===== src/hdl/busy_idle_load_monitor_unit_defines.svh =====
// Assertion macros shared by the busy/idle load monitor RTL.
`ifndef BUSY_IDLE_LOAD_MONITOR_UNIT_DEFINES_SVH
`define BUSY_IDLE_LOAD_MONITOR_UNIT_DEFINES_SVH

`ifndef SYNTHESIS

// Condition that holds at every clock edge out of reset.
`define BILM_ASSERT_ALWAYS(label, cond) \
  label: assert property (@(posedge clk) disable iff (!rst_n) (cond)) \
    else $error("load monitor assertion failed");

// Consequent that holds in the same cycle as the antecedent.
`define BILM_ASSERT_IMPLY(label, ante, cons) \
  label: assert property (@(posedge clk) disable iff (!rst_n) (ante) |-> (cons)) \
    else $error("load monitor assertion failed");

// Consequent that holds in the cycle after the antecedent.
`define BILM_ASSERT_NEXT(label, ante, cons) \
  label: assert property (@(posedge clk) disable iff (!rst_n) (ante) |=> (cons)) \
    else $error("load monitor assertion failed");

`else

`define BILM_ASSERT_ALWAYS(label, cond)
`define BILM_ASSERT_IMPLY(label, ante, cons)
`define BILM_ASSERT_NEXT(label, ante, cons)

`endif

`endif


===== src/hdl/bilm_pkg.sv =====
// Package with the shared types and constants of the busy/idle load monitor.
`timescale 1ns / 1ps

package bilm_pkg;

  // Field widths of the items and registers.
  localparam int CMD_W      = 2;
  localparam int TIME_W     = 48;
  localparam int DUR_W      = 32;
  localparam int PCT_W      = 7;
  localparam int MAXREC_W   = 6;
  localparam int WINDOW_W   = 32;
  localparam int CFG_DATA_W = 32;
  localparam int CFG_ADDR_W = 3;

  // Quotient bits of the percent divider.
  localparam int QUOT_W  = 7;
  localparam int QBIT_W  = 3;

  // Command codes.
  localparam logic [CMD_W-1:0] CMD_GO_IDLE = 2'd0;
  localparam logic [CMD_W-1:0] CMD_WAKE    = 2'd1;
  localparam logic [CMD_W-1:0] CMD_QUERY   = 2'd2;

  // Register indexes, taken from paddr[2].
  localparam logic REG_MAX_RECORDS = 1'b0;
  localparam logic REG_WINDOW      = 1'b1;

  // Register reset values.
  localparam logic [MAXREC_W-1:0] MAX_RECORDS_RST = 6'd32;
  localparam logic [WINDOW_W-1:0] WINDOW_RST      = 32'd2000000;

  // Sequencer states.
  typedef enum logic [3:0] {
    ST_IDLE,
    ST_STORE,
    ST_PREP,
    ST_SUM,
    ST_EV_CHK,
    ST_EV_SUB,
    ST_MUL,
    ST_DIV,
    ST_DONE
  } state_t;

endpackage


===== src/hdl/bilm_in_if.sv =====
// Input channel of the load monitor: command and current time.
`timescale 1ns / 1ps

interface bilm_in_if;
  logic                         valid;
  logic                         ready;
  logic [bilm_pkg::CMD_W-1:0]   command;
  logic [bilm_pkg::TIME_W-1:0]  now_usec;

  modport source (output valid, output command, output now_usec, input ready);
  modport sink   (input valid, input command, input now_usec, output ready);
endinterface


===== src/hdl/bilm_out_if.sv =====
// Result channel of the load monitor: busy share in percent.
`timescale 1ns / 1ps

interface bilm_out_if;
  logic                        valid;
  logic                        ready;
  logic [bilm_pkg::PCT_W-1:0]  load_percent;

  modport source (output valid, output load_percent, input ready);
  modport sink   (input valid, input load_percent, output ready);
endinterface


===== src/hdl/bilm_ram.sv =====
// Generic single-write, single-read RAM with a registered read port.
`timescale 1ns / 1ps

module bilm_ram #(
  parameter int WIDTH = 33,
  parameter int DEPTH = 32
) (
  input  logic                     clk,
  input  logic                     we,
  input  logic [$clog2(DEPTH)-1:0] waddr,
  input  logic [WIDTH-1:0]         wdata,
  input  logic                     re,
  input  logic [$clog2(DEPTH)-1:0] raddr,
  output logic [WIDTH-1:0]         rdata
);

  logic [WIDTH-1:0] mem [DEPTH];

  // Write port.
  always_ff @(posedge clk) begin
    if (we) begin
      mem[waddr] <= wdata;
    end
  end

  // Registered read port.
  always_ff @(posedge clk) begin
    if (re) begin
      rdata <= mem[raddr];
    end
  end

endmodule


===== src/hdl/busy_idle_load_monitor_unit.sv =====
// Top level of the busy/idle load monitor with its record ring and percent divider.
//
//   channel   direction  handshake            payload
//   in_ch     sink       valid/ready          command, now_usec
//   out_ch    source     valid/ready          load_percent
//   cfg_*     slave      APB psel/penable     max_records (0x0), window_usec (0x4)
//
// A go-idle or wake item is accepted, then written into the record RAM unless the limit is zero.
// A query walks the stored records, evicts the oldest ones and then divides:
// the sum walks the RAM one record a cycle, each eviction is a read and a subtract,
// and the percent comes from a 7-step restoring divider.
// The result waits in an output register; a new item is taken while it waits.
// Reset is synchronous; the ring needs no clearing pass, only counted entries are read.
`timescale 1ns / 1ps
`include "busy_idle_load_monitor_unit_defines.svh"

module busy_idle_load_monitor_unit #(
  parameter int RECORD_DEPTH = 32
) (
  input  logic                              clk,
  input  logic                              rst_n,
  bilm_in_if.sink                           in_ch,
  bilm_out_if.source                        out_ch,
  input  logic                              cfg_psel,
  input  logic                              cfg_penable,
  input  logic                              cfg_pwrite,
  input  logic [bilm_pkg::CFG_ADDR_W-1:0]   cfg_paddr,
  input  logic [bilm_pkg::CFG_DATA_W-1:0]   cfg_pwdata,
  output logic [bilm_pkg::CFG_DATA_W-1:0]   cfg_prdata,
  output logic                              cfg_pready
);

  localparam int IDX_W  = $clog2(RECORD_DEPTH);
  localparam int CNT_W  = $clog2(RECORD_DEPTH + 1);
  localparam int SUM_W  = bilm_pkg::DUR_W + $clog2(RECORD_DEPTH + 2);
  localparam int PROD_W = SUM_W + bilm_pkg::QUOT_W;
  localparam int LIM_W  = (CNT_W > bilm_pkg::MAXREC_W) ? CNT_W : bilm_pkg::MAXREC_W;
  localparam int MEM_W  = bilm_pkg::DUR_W + 1;

  bilm_pkg::state_t state_r, state_nxt;

  logic [bilm_pkg::CMD_W-1:0]    cmd_r, cmd_nxt;
  logic [bilm_pkg::TIME_W-1:0]   now_r, now_nxt;
  logic                          is_idle_r, is_idle_nxt;
  logic [bilm_pkg::TIME_W-1:0]   idle_since_r, idle_since_nxt;
  logic [bilm_pkg::TIME_W-1:0]   busy_since_r, busy_since_nxt;
  logic [IDX_W-1:0]              oldest_r, oldest_nxt;
  logic [CNT_W-1:0]              count_r, count_nxt;
  logic [bilm_pkg::MAXREC_W-1:0] max_records_r;
  logic [bilm_pkg::WINDOW_W-1:0] window_r;
  logic [IDX_W-1:0]              ptr_r, ptr_nxt;
  logic [CNT_W-1:0]              issue_cnt_r, issue_cnt_nxt;
  logic                          rd_vld_r, rd_vld_nxt;
  logic [SUM_W-1:0]              busy_r, busy_nxt;
  logic [SUM_W-1:0]              idle_r, idle_nxt;
  logic [SUM_W-1:0]              total_r, total_nxt;
  logic [PROD_W-1:0]             rem_r, rem_nxt;
  logic [bilm_pkg::QUOT_W-1:0]   quot_r, quot_nxt;
  logic [bilm_pkg::QBIT_W-1:0]   bit_r, bit_nxt;
  logic                          out_vld_r, out_vld_nxt;
  logic [bilm_pkg::PCT_W-1:0]    load_r, load_nxt;

  logic                          in_acc;
  logic                          cfg_wr;
  logic [CNT_W-1:0]              limit;
  logic                          evict;
  logic                          sum_done;
  logic                          out_free;

  // Store-path signals.
  logic [bilm_pkg::DUR_W-1:0]    store_len;
  logic                          store_drop;
  logic [IDX_W-1:0]              store_oldest;
  logic [CNT_W-1:0]              store_count;
  logic [IDX_W:0]                store_sum;
  logic [IDX_W-1:0]              store_slot;

  // Divider step.
  logic [PROD_W-1:0]             div_cand;
  logic [PROD_W-1:0]             busy_ext;

  // Record RAM ports.
  logic                          mem_we;
  logic [IDX_W-1:0]              mem_waddr;
  logic [MEM_W-1:0]              mem_wdata;
  logic                          mem_re;
  logic [IDX_W-1:0]              mem_raddr;
  logic [MEM_W-1:0]              mem_rdata;
  logic [bilm_pkg::DUR_W-1:0]    rd_len;
  logic                          rd_idle;

  // Duration from since to now, zero when time went backward, saturated to 32 bits.
  function automatic logic [bilm_pkg::DUR_W-1:0] span(
    input logic [bilm_pkg::TIME_W-1:0] now,
    input logic [bilm_pkg::TIME_W-1:0] since
  );
    logic [bilm_pkg::TIME_W-1:0] d;
    d = now - since;
    if (now < since) begin
      span = '0;
    end else if (d[bilm_pkg::TIME_W-1:bilm_pkg::DUR_W] != '0) begin
      span = '1;
    end else begin
      span = d[bilm_pkg::DUR_W-1:0];
    end
  endfunction

  // Ring index increment with wrap at the ring depth.
  function automatic logic [IDX_W-1:0] wrap_inc(input logic [IDX_W-1:0] idx);
    if (idx == IDX_W'(RECORD_DEPTH - 1)) begin
      wrap_inc = '0;
    end else begin
      wrap_inc = idx + 1'b1;
    end
  endfunction

  assign in_acc   = in_ch.valid && in_ch.ready;
  assign cfg_wr   = cfg_psel && cfg_penable && cfg_pwrite && cfg_pready;
  assign out_free = !out_vld_r || out_ch.ready;

  // Effective record limit: the register clipped to the ring depth.
  always_comb begin
    if (LIM_W'(max_records_r) > LIM_W'(RECORD_DEPTH)) begin
      limit = CNT_W'(RECORD_DEPTH);
    end else begin
      limit = CNT_W'(max_records_r);
    end
  end

  // Configuration registers and read mux.
  assign cfg_pready = 1'b1;

  always_ff @(posedge clk) begin
    if (!rst_n) begin
      max_records_r <= bilm_pkg::MAX_RECORDS_RST;
      window_r      <= bilm_pkg::WINDOW_RST;
    end else if (cfg_wr) begin
      case (cfg_paddr[2])
        bilm_pkg::REG_MAX_RECORDS: max_records_r <= cfg_pwdata[bilm_pkg::MAXREC_W-1:0];
        bilm_pkg::REG_WINDOW:      window_r      <= cfg_pwdata[bilm_pkg::WINDOW_W-1:0];
        default: ;
      endcase
    end
  end

  always_comb begin
    case (cfg_paddr[2])
      bilm_pkg::REG_MAX_RECORDS: cfg_prdata = bilm_pkg::CFG_DATA_W'(max_records_r);
      bilm_pkg::REG_WINDOW:      cfg_prdata = window_r;
      default:                   cfg_prdata = '0;
    endcase
  end

  // Record storage: flag in the top bit, duration below.
  bilm_ram #(
    .WIDTH (MEM_W),
    .DEPTH (RECORD_DEPTH)
  ) u_ring (
    .clk   (clk),
    .we    (mem_we),
    .waddr (mem_waddr),
    .wdata (mem_wdata),
    .re    (mem_re),
    .raddr (mem_raddr),
    .rdata (mem_rdata)
  );

  assign rd_len  = mem_rdata[bilm_pkg::DUR_W-1:0];
  assign rd_idle = mem_rdata[bilm_pkg::DUR_W];

  // Store path: drop the oldest record when full, then append at the tail.
  always_comb begin
    if (cmd_r == bilm_pkg::CMD_GO_IDLE) begin
      store_len = span(now_r, busy_since_r);
    end else begin
      store_len = span(now_r, idle_since_r);
    end
    store_drop   = (count_r >= limit) && (count_r != '0);
    store_oldest = store_drop ? wrap_inc(oldest_r) : oldest_r;
    store_count  = store_drop ? (count_r - 1'b1) : count_r;
    store_sum    = {1'b0, store_oldest} + (IDX_W + 1)'(store_count);
    if (store_sum >= (IDX_W + 1)'(RECORD_DEPTH)) begin
      store_slot = IDX_W'(store_sum - (IDX_W + 1)'(RECORD_DEPTH));
    end else begin
      store_slot = IDX_W'(store_sum);
    end
  end

  // Query control terms.
  assign sum_done = (issue_cnt_r == count_r) && !rd_vld_r;
  assign evict    = (count_r != '0) &&
                    ((total_r > SUM_W'(window_r)) || (count_r > limit));
  assign div_cand = PROD_W'(total_r) << bit_r;
  assign busy_ext = PROD_W'(busy_r);

  // Next state.
  always_comb begin
    state_nxt = state_r;
    case (state_r)
      bilm_pkg::ST_IDLE: begin
        if (in_acc) begin
          case (in_ch.command)
            bilm_pkg::CMD_GO_IDLE, bilm_pkg::CMD_WAKE: state_nxt = bilm_pkg::ST_STORE;
            bilm_pkg::CMD_QUERY:                       state_nxt = bilm_pkg::ST_PREP;
            default:                                   state_nxt = bilm_pkg::ST_IDLE;
          endcase
        end
      end
      bilm_pkg::ST_STORE:  state_nxt = bilm_pkg::ST_IDLE;
      bilm_pkg::ST_PREP:   state_nxt = bilm_pkg::ST_SUM;
      bilm_pkg::ST_SUM: begin
        if (sum_done) begin
          state_nxt = bilm_pkg::ST_EV_CHK;
        end
      end
      bilm_pkg::ST_EV_CHK: state_nxt = evict ? bilm_pkg::ST_EV_SUB : bilm_pkg::ST_MUL;
      bilm_pkg::ST_EV_SUB: state_nxt = bilm_pkg::ST_EV_CHK;
      bilm_pkg::ST_MUL:    state_nxt = bilm_pkg::ST_DIV;
      bilm_pkg::ST_DIV: begin
        if (bit_r == '0) begin
          state_nxt = bilm_pkg::ST_DONE;
        end
      end
      bilm_pkg::ST_DONE: begin
        if (out_free) begin
          state_nxt = bilm_pkg::ST_IDLE;
        end
      end
      default:             state_nxt = bilm_pkg::ST_IDLE;
    endcase
  end

  // Handshake and RAM controls per state.
  always_comb begin
    in_ch.ready = 1'b0;
    mem_we      = 1'b0;
    mem_waddr   = store_slot;
    mem_wdata   = {cmd_r == bilm_pkg::CMD_WAKE, store_len};
    mem_re      = 1'b0;
    mem_raddr   = ptr_r;
    case (state_r)
      bilm_pkg::ST_IDLE:   in_ch.ready = 1'b1;
      bilm_pkg::ST_STORE:  mem_we = (limit != '0);
      bilm_pkg::ST_SUM:    mem_re = (issue_cnt_r != count_r);
      bilm_pkg::ST_EV_CHK: begin
        mem_re    = evict;
        mem_raddr = oldest_r;
      end
      default: ;
    endcase
  end

  assign out_ch.valid        = out_vld_r;
  assign out_ch.load_percent = load_r;

  // Datapath next values.
  always_comb begin
    cmd_nxt        = cmd_r;
    now_nxt        = now_r;
    is_idle_nxt    = is_idle_r;
    idle_since_nxt = idle_since_r;
    busy_since_nxt = busy_since_r;
    oldest_nxt     = oldest_r;
    count_nxt      = count_r;
    ptr_nxt        = ptr_r;
    issue_cnt_nxt  = issue_cnt_r;
    rd_vld_nxt     = 1'b0;
    busy_nxt       = busy_r;
    idle_nxt       = idle_r;
    total_nxt      = total_r;
    rem_nxt        = rem_r;
    quot_nxt       = quot_r;
    bit_nxt        = bit_r;
    out_vld_nxt    = out_vld_r && !out_ch.ready;
    load_nxt       = load_r;
    case (state_r)
      bilm_pkg::ST_IDLE: begin
        if (in_acc) begin
          cmd_nxt = in_ch.command;
          now_nxt = in_ch.now_usec;
        end
      end
      bilm_pkg::ST_STORE: begin
        if (cmd_r == bilm_pkg::CMD_GO_IDLE) begin
          is_idle_nxt    = 1'b1;
          idle_since_nxt = now_r;
        end else begin
          is_idle_nxt    = 1'b0;
          busy_since_nxt = now_r;
        end
        // A zero limit keeps no records at all.
        if (limit == '0) begin
          oldest_nxt = '0;
          count_nxt  = '0;
        end else begin
          oldest_nxt = store_oldest;
          count_nxt  = store_count + 1'b1;
        end
      end
      bilm_pkg::ST_PREP: begin
        // Seed the sums with the open interval up to now.
        if (is_idle_r) begin
          busy_nxt = '0;
          idle_nxt = SUM_W'(span(now_r, idle_since_r));
        end else begin
          busy_nxt = SUM_W'(span(now_r, busy_since_r));
          idle_nxt = '0;
        end
        ptr_nxt       = oldest_r;
        issue_cnt_nxt = '0;
      end
      bilm_pkg::ST_SUM: begin
        // One read issued and one record added per cycle.
        if (issue_cnt_r != count_r) begin
          ptr_nxt       = wrap_inc(ptr_r);
          issue_cnt_nxt = issue_cnt_r + 1'b1;
          rd_vld_nxt    = 1'b1;
        end
        if (rd_vld_r) begin
          if (rd_idle) begin
            idle_nxt = idle_r + SUM_W'(rd_len);
          end else begin
            busy_nxt = busy_r + SUM_W'(rd_len);
          end
        end
        if (sum_done) begin
          total_nxt = busy_r + idle_r;
        end
      end
      bilm_pkg::ST_EV_SUB: begin
        // Remove the oldest record from the sums and the ring.
        if (rd_idle) begin
          idle_nxt = idle_r - SUM_W'(rd_len);
        end else begin
          busy_nxt = busy_r - SUM_W'(rd_len);
        end
        total_nxt  = total_r - SUM_W'(rd_len);
        oldest_nxt = wrap_inc(oldest_r);
        count_nxt  = count_r - 1'b1;
      end
      bilm_pkg::ST_MUL: begin
        // busy * 100 as 64x + 32x + 4x.
        rem_nxt  = (busy_ext << 6) + (busy_ext << 5) + (busy_ext << 2);
        quot_nxt = '0;
        bit_nxt  = bilm_pkg::QBIT_W'(bilm_pkg::QUOT_W - 1);
      end
      bilm_pkg::ST_DIV: begin
        // Restoring division, one quotient bit per cycle.
        if (rem_r >= div_cand) begin
          rem_nxt         = rem_r - div_cand;
          quot_nxt[bit_r] = 1'b1;
        end
        if (bit_r != '0) begin
          bit_nxt = bit_r - 1'b1;
        end
      end
      bilm_pkg::ST_DONE: begin
        if (out_free) begin
          out_vld_nxt = 1'b1;
          load_nxt    = (total_r == '0) ? '0 : quot_r;
        end
      end
      default: ;
    endcase
  end

  // Control registers.
  always_ff @(posedge clk) begin
    if (!rst_n) begin
      state_r      <= bilm_pkg::ST_IDLE;
      is_idle_r    <= 1'b0;
      idle_since_r <= '0;
      busy_since_r <= '0;
      oldest_r     <= '0;
      count_r      <= '0;
      rd_vld_r     <= 1'b0;
      out_vld_r    <= 1'b0;
    end else begin
      state_r      <= state_nxt;
      is_idle_r    <= is_idle_nxt;
      idle_since_r <= idle_since_nxt;
      busy_since_r <= busy_since_nxt;
      oldest_r     <= oldest_nxt;
      count_r      <= count_nxt;
      rd_vld_r     <= rd_vld_nxt;
      out_vld_r    <= out_vld_nxt;
    end
  end

  // Payload registers.
  always_ff @(posedge clk) begin
    cmd_r       <= cmd_nxt;
    now_r       <= now_nxt;
    ptr_r       <= ptr_nxt;
    issue_cnt_r <= issue_cnt_nxt;
    busy_r      <= busy_nxt;
    idle_r      <= idle_nxt;
    total_r     <= total_nxt;
    rem_r       <= rem_nxt;
    quot_r      <= quot_nxt;
    bit_r       <= bit_nxt;
    load_r      <= load_nxt;
  end

  // Checks on the ring, the RAM port use, the result range and the input stall during a query.
  `BILM_ASSERT_ALWAYS(a_count_bound, count_r <= CNT_W'(RECORD_DEPTH))
  `BILM_ASSERT_ALWAYS(a_no_rw_clash, !(mem_we && mem_re))
  `BILM_ASSERT_IMPLY(a_evict_nonempty, state_r == bilm_pkg::ST_EV_SUB, count_r != '0)
  `BILM_ASSERT_IMPLY(a_pct_range, out_vld_r, load_r <= 7'd100)
  `BILM_ASSERT_NEXT(a_query_busy, in_acc && (in_ch.command == bilm_pkg::CMD_QUERY), !in_ch.ready)

endmodule


===== src/flat_wrapper.sv =====
// flat-port wrapper written by rule: the top's interface ports become plain ports
module busy_idle_load_monitor_unit_flat 
#(
  parameter int RECORD_DEPTH = 32
)
  (clk, rst_n, cfg_psel, cfg_penable, cfg_pwrite, cfg_paddr, cfg_pwdata, cfg_prdata, cfg_pready, in_ch_valid, in_ch_command, in_ch_now_usec, in_ch_ready, out_ch_valid, out_ch_load_percent, out_ch_ready);
  bilm_in_if in_ch_i ();
  bilm_out_if out_ch_i ();
  input  logic clk;
  input  logic rst_n;
  input  logic cfg_psel;
  input  logic cfg_penable;
  input  logic cfg_pwrite;
  input  logic [bilm_pkg::CFG_ADDR_W-1:0] cfg_paddr;
  input  logic [bilm_pkg::CFG_DATA_W-1:0] cfg_pwdata;
  output logic [bilm_pkg::CFG_DATA_W-1:0] cfg_prdata;
  output logic cfg_pready;
  input wire logic [$bits(in_ch_i.valid)-1:0] in_ch_valid;
  input wire logic [$bits(in_ch_i.command)-1:0] in_ch_command;
  input wire logic [$bits(in_ch_i.now_usec)-1:0] in_ch_now_usec;
  output wire logic [$bits(in_ch_i.ready)-1:0] in_ch_ready;
  output wire logic [$bits(out_ch_i.valid)-1:0] out_ch_valid;
  output wire logic [$bits(out_ch_i.load_percent)-1:0] out_ch_load_percent;
  input wire logic [$bits(out_ch_i.ready)-1:0] out_ch_ready;
  assign in_ch_i.valid = in_ch_valid;
  assign in_ch_i.command = in_ch_command;
  assign in_ch_i.now_usec = in_ch_now_usec;
  assign in_ch_ready = in_ch_i.ready;
  assign out_ch_valid = out_ch_i.valid;
  assign out_ch_load_percent = out_ch_i.load_percent;
  assign out_ch_i.ready = out_ch_ready;
  busy_idle_load_monitor_unit #(.RECORD_DEPTH(RECORD_DEPTH)) u_core (.clk(clk), .rst_n(rst_n), .in_ch(in_ch_i), .out_ch(out_ch_i), .cfg_psel(cfg_psel), .cfg_penable(cfg_penable), .cfg_pwrite(cfg_pwrite), .cfg_paddr(cfg_paddr), .cfg_pwdata(cfg_pwdata), .cfg_prdata(cfg_prdata), .cfg_pready(cfg_pready));
endmodule

===== config.mk =====
export PLATFORM = sky130hd
export DESIGN_NAME = busy_idle_load_monitor_unit_flat
export DESIGN_NICKNAME = d
export VERILOG_FILES = /design/src/hdl/bilm_pkg.sv /design/src/hdl/bilm_in_if.sv /design/src/hdl/bilm_out_if.sv /design/src/hdl/bilm_ram.sv /design/src/hdl/busy_idle_load_monitor_unit.sv /design/src/flat_wrapper.sv
export VERILOG_INCLUDE_DIRS = /design/src /design/src/hdl
export SDC_FILE = /design/constraint.sdc
export NUM_CORES = 2
export LEC_CHECK = 0
export ABC_AREA = 1
export BUFFER_PORTS_ARGS = -buffer_cell sky130_fd_sc_hd__buf_2
export CAP_MARGIN = 20
export CORE_AREA = 4 4 283 562
export DETAILED_ROUTE_END_ITERATION = 10
export DIE_AREA = 0 0 287 566
export GPL_TIMING_DRIVEN = 0
export PLACE_DENSITY_LB_ADDON = 0.08
export RECOVER_POWER = 100
export REMOVE_ABC_BUFFERS = 1
export SLEW_MARGIN = 10
export SYNTH_ARGS = -nofsm -noshare
export SYNTH_HDL_FRONTEND = slang
export SYNTH_SLANG_ARGS = --single-unit

===== constraint.sdc =====
create_clock -name clk -period 9.85 [get_ports clk]
set_input_delay 0.985 -clock clk [delete_from_list [all_inputs] [get_ports clk]]
set_output_delay 0.985 -clock clk [all_outputs]
set_load 0.01 [all_outputs]

==> metrics.csv <==
stage,metric,value,unit
critical_path,crit_family,buffers and inverters,
placed_design,place.gp.congestion,1.033,
placed_design,dp_hpwl,231000,µm
critical_path,crit_path_max_incr_delay,1.39,ns
critical_path,startpoint,u_core.state_r[2],
global_route,grt_max_degree,195,
critical_path,critPathArrivalTime,8.80,ns
floorplan,die_area,0.1624,mm²
outcome,status,finished with violations,
power_and_ir_drop,power.combinational.fraction,19.5,%
cts,clock-sinks,1478,
critical_path,worstSetupPathType,reg2reg,
critical_path,required,10.31,ns
timing,skew,0.09650,ns
outcome,failed_checks,"capacitance limit, slew limit",
drt,routedWlPerCell,26.37,µm
global_route,overflow,0,
timing,layout_setup_ws,1.516,ns
finish,area_growth,8.957,%
synthesis,syn_avg_cell_area,8.752,µm²
timing,setup_viol,0,
power_and_ir_drop,clock_power_share,34.5,%
synthesis,yosysWarnings,0,
synthesis,netlist_top_cells_count,"1765 x nand2_1, 1326 x edfxtp_1, 1284 x nor2_1",
critical_path,reg2reg_to,u_core.u_ring.rdata[8],
cts,htreeDepth,4,
synthesis,synth_top_area_cell,edfxtp_1,
worst_hold_path,whs_path_depth,1,
drt,drtAntennaViolNets,0,
critical_path,cp_slowest_cell,clkbuf_2,
drt,routed_wl,313300,µm
cts,cts_hold_buf,0,
critical_path,crit_path_start_kind,flip-flop,
critical_path,worstSetupEndpoint,u_core.u_ring.rdata[8],
drt,dr.first_iter.drc_count,7071,
synthesis,synthFlopType,edfxtp_1,
synthesis,synth_edf_count,1326,
drt,dr.pass1.iters,6,
critical_path,critical_path_buf_inv_count,7,
synthesis,ys_seq_area_share,50.68,%
power_and_ir_drop,power.switching,4881,µW
power_and_ir_drop,ir_drop,230.8,µV
critical_path,path_depth,17,
synthesis,synth_top_area_share,47.08,%
timing,tightestPinTransition,3.258,ns
cts,ctsLongestPathBuffers,4,
floorplan,start_util,54.68,%
synthesis,syn_inst,9663,
cts,cts.clk_slew.worst_paths,0.07,ns
drt,viasPerCell,6.089,
cts,postCtsSetupBuffers,0,
cts,ctsResizeCount,0,
finish,fillers,13670,
timing,maxSlewHeadroom,-117.2,%
synthesis,synth.area.top_cells,"edfxtp_1 47%, nand2_1 7.8%, o21ai_0 6.5%",
worst_hold_path,min_path_type,in2reg,
global_route,grt_pass1_wl,448500,µm
global_route,grt_pass1_vias,71110,
synthesis,yosysMostFrequentCell,nand2_1,
placed_design,place_area,0.08935,mm²
cts,cts_made_buffers,142,
finish,fin_nets,10220,
synthesis,synth_cell_types,59,
power_and_ir_drop,swShare,30.26,%
power_and_ir_drop,p_int,11250,µW
timing,finalHoldViolations,0,
power_and_ir_drop,p_per_area,175.1,mW/mm²
critical_path,end_kind,flip-flop,
timing,finalMaxSlewViolations,1343,
timing,max_freq,120.0,MHz
cts,cts_tree,done,
floorplan,io_pins,134,
critical_path,crit_top_cell,buf_16,
critical_path,ff2ff_path_depth,17,
finish,stdcell_area,0.09215,mm²
critical_path,path_cells,inv_1 > nor2_1 > nand2_1 > nand2_1 > nand2_8 > clkbuf_2 > buf_16 > buf_16 > clkinv_8 > buf_16 > buf_16 > o21ai_0 > o22ai_1 > o21ai_1 > o21ai_0 > nor2_1 > a31oi_1,
drt,drc,0,
synthesis,async_flop_share,0,%
timing,fin_crit,8.334,ns
global_route,antenna_found_initial,7,
floorplan,rows,204,
finish,final_layout_size_suffix_gt1_share,4.760,%
power_and_ir_drop,seq_power_share,46.0,%
critical_path,rr_startpoint,u_core.state_r[2],
synthesis,synth_area,0.08457,mm²
critical_path,r2r_setup_slack,1.52,ns
placed_design,place_ws,3.275,ns
floorplan,die_w,287,µm
critical_path,cp_max_fo,194,
floorplan,die_height,566,µm
floorplan,fp.coreArea,0.1547,mm²
global_route,grt_usage,37.42,%
timing,rsz0062_at_grt,false,
drt,vias,72330,
cts,cts_root_buffer,clkbuf_16,
cts,clock_latency,0.83,ns
job,drv_cap,57,
power_and_ir_drop,total_leakage_power,0.03579,µW
placed_design,io_buffer_count,130,
timing,min_period_over_period,84.61,%
synthesis,ys_ff_latch,1478,
## worst register-to-register path, stage by stage, from the launching register on
cell	delay [ns]
dfxtp_1	0.57
inv_1	0.19
nor2_1	0.21
nand2_1	0.40
nand2_1	0.32
nand2_8	0.40
clkbuf_2	1.44
buf_16	0.85
buf_16	0.51
clkinv_8	0.41
buf_16	0.44
buf_16	0.67
o21ai_0	0.52
o22ai_1	0.18
o21ai_1	0.10
o21ai_0	0.24
nor2_1	0.08
a31oi_1	0.49
## routing by layer
| layer | track usage (%) | share of wire, % | up-vias |
|---|---|---|---|
| met4 | 32.44 | 11 | 2 |
| met5 | 0 | 0.0035 | - |
| met2 | 66.07 | 50 | 3287 |
| met1 | 38.14 | 32 | 34340 |
| li1 | - | - | 33530 |
| met3 | 5.744 | 6.5 | 1174 |
## cell families after synthesis
| group | count (synthesis) | share of synthesized area [%] |
|---|---|---|
| AND/OR/NAND/NOR | 3802 | 18.57 |
| adder cells (fa/ha/maj) | 421 | 6.610 |
| buffers and inverters | 1438 | 6.672 |
| AO/OA/AOI/OAI | 2359 | 15.75 |
| XOR/XNOR | 158 | 1.636 |
| other | 1 | 0.004434 |
| flip-flops | 1478 | 50.68 |
| multiplexers | 6 | 0.07397 |
## final cells by class
type | count | area, µm² | share of cell area (%)
well taps | 2060 | 2577 | 2.797
multi-input cells | 6747 | 36120 | 39.20
clock buffers | 163 | 3716 | 4.033
clock inverters | 81 | 859.6 | 0.9328
flip-flops and latches | 1478 | 42860 | 46.51
inverters | 1070 | 4051 | 4.397
repair buffers | 272 | 1944 | 2.110
diodes | 7 | 17.52 | 0.01901
## stage by stage
step                      total power [µW]  hold slack (ns)  utilization [%]  std cells   TNS, ns
after floorplan                       9442           0.4347                -       9295         0
after global placement               10560           0.4456            55.71      11490  -1006.42
after detailed placement             10700           0.4526            57.76      11610         0
after CTS                            16180           0.3504            60.72      11860         0
after global routing                 16690           0.3615            59.56      11870         0
final                                16130           0.3727            59.57      11880         0
## flip-flops by register name, indices dropped and copies added (netlist names)
| name | flops |
|---|---|
| u_core.bit_r | 3 |
| u_core.busy_r | 38 |
| u_core.busy_since_r | 48 |
| u_core.cmd_r | 2 |
| u_core.count_r | 6 |
| u_core.idle_r | 38 |
| u_core.idle_since_r | 48 |
| u_core.is_idle_r | 1 |
| u_core.issue_cnt_r | 6 |
| u_core.max_records_r | 6 |
| u_core.now_r | 48 |
| u_core.oldest_r | 5 |
| u_core.out_ch.load_percent | 7 |
| u_core.out_ch.valid | 1 |
| u_core.ptr_r | 5 |
| u_core.quot_r | 7 |
| u_core.rd_vld_r | 1 |
| u_core.rem_r | 45 |
| u_core.state_r | 4 |
| u_core.total_r | 38 |
| u_core.u_ring.mem | 1056 |
| u_core.u_ring.rdata | 33 |
| u_core.window_r | 32 |
## cells in the final DEF (no fill, tap or decap), types with 10 or more instances in the layout
cell type and count:
a31oi_1 128, bufinv_16 14, clkinv_1 21, nand3b_1 19, a21oi_1 601, fa_1 43
and2_1 10, clkbuf_1 155, buf_12 20, a21o_1 45, inv_6 10, o21bai_1 33
xor2_1 88, o211ai_1 41, inv_1 1059, o21ai_0 1125, nand3_1 469, nand3_2 32
nand2_1 1765, nand4_1 57, o221ai_1 193, o21a_1 26, ha_1 378, buf_16 17
dfxtp_1 152, xnor2_1 70, o21ai_1 22, clkinv_2 20, nor2_1 1285, clkbuf_16 145
o22ai_1 97, buf_2 85, nor4_1 29, nor3_1 50, a21boi_0 12, nor2_2 15
edfxtp_1 1326, or2_2 46
## worst min-delay path by stage
stage | from | end | slack [ns]
2_1_floorplan | u_core.busy_since_r[10] | u_core.busy_since_r[10] | 0.43
4_1_cts | in_ch_now_usec[5] | u_core.now_r[5] | 0.35
3_5_place_dp | u_core.busy_since_r[5] | u_core.busy_since_r[5] | 0.45
5_1_grt | in_ch_now_usec[37] | u_core.now_r[37] | 0.36
3_3_place_gp | u_core.busy_since_r[22] | u_core.busy_since_r[22] | 0.45
6_report | in_ch_now_usec[37] | u_core.now_r[37] | 0.37
## power groups by stage
stage | registers [µW] | clock network [µW] | logic [µW]
after floorplan | 7450 | 0 | 1990
after global placement | 7560 | 0 | 3000
after detailed placement | 7540 | 0 | 3160
after CTS | 7400 | 5600 | 3180
after global routing | 7420 | 5820 | 3440
final | 7420 | 5570 | 3150
Power figures use the tool's default switching activity.
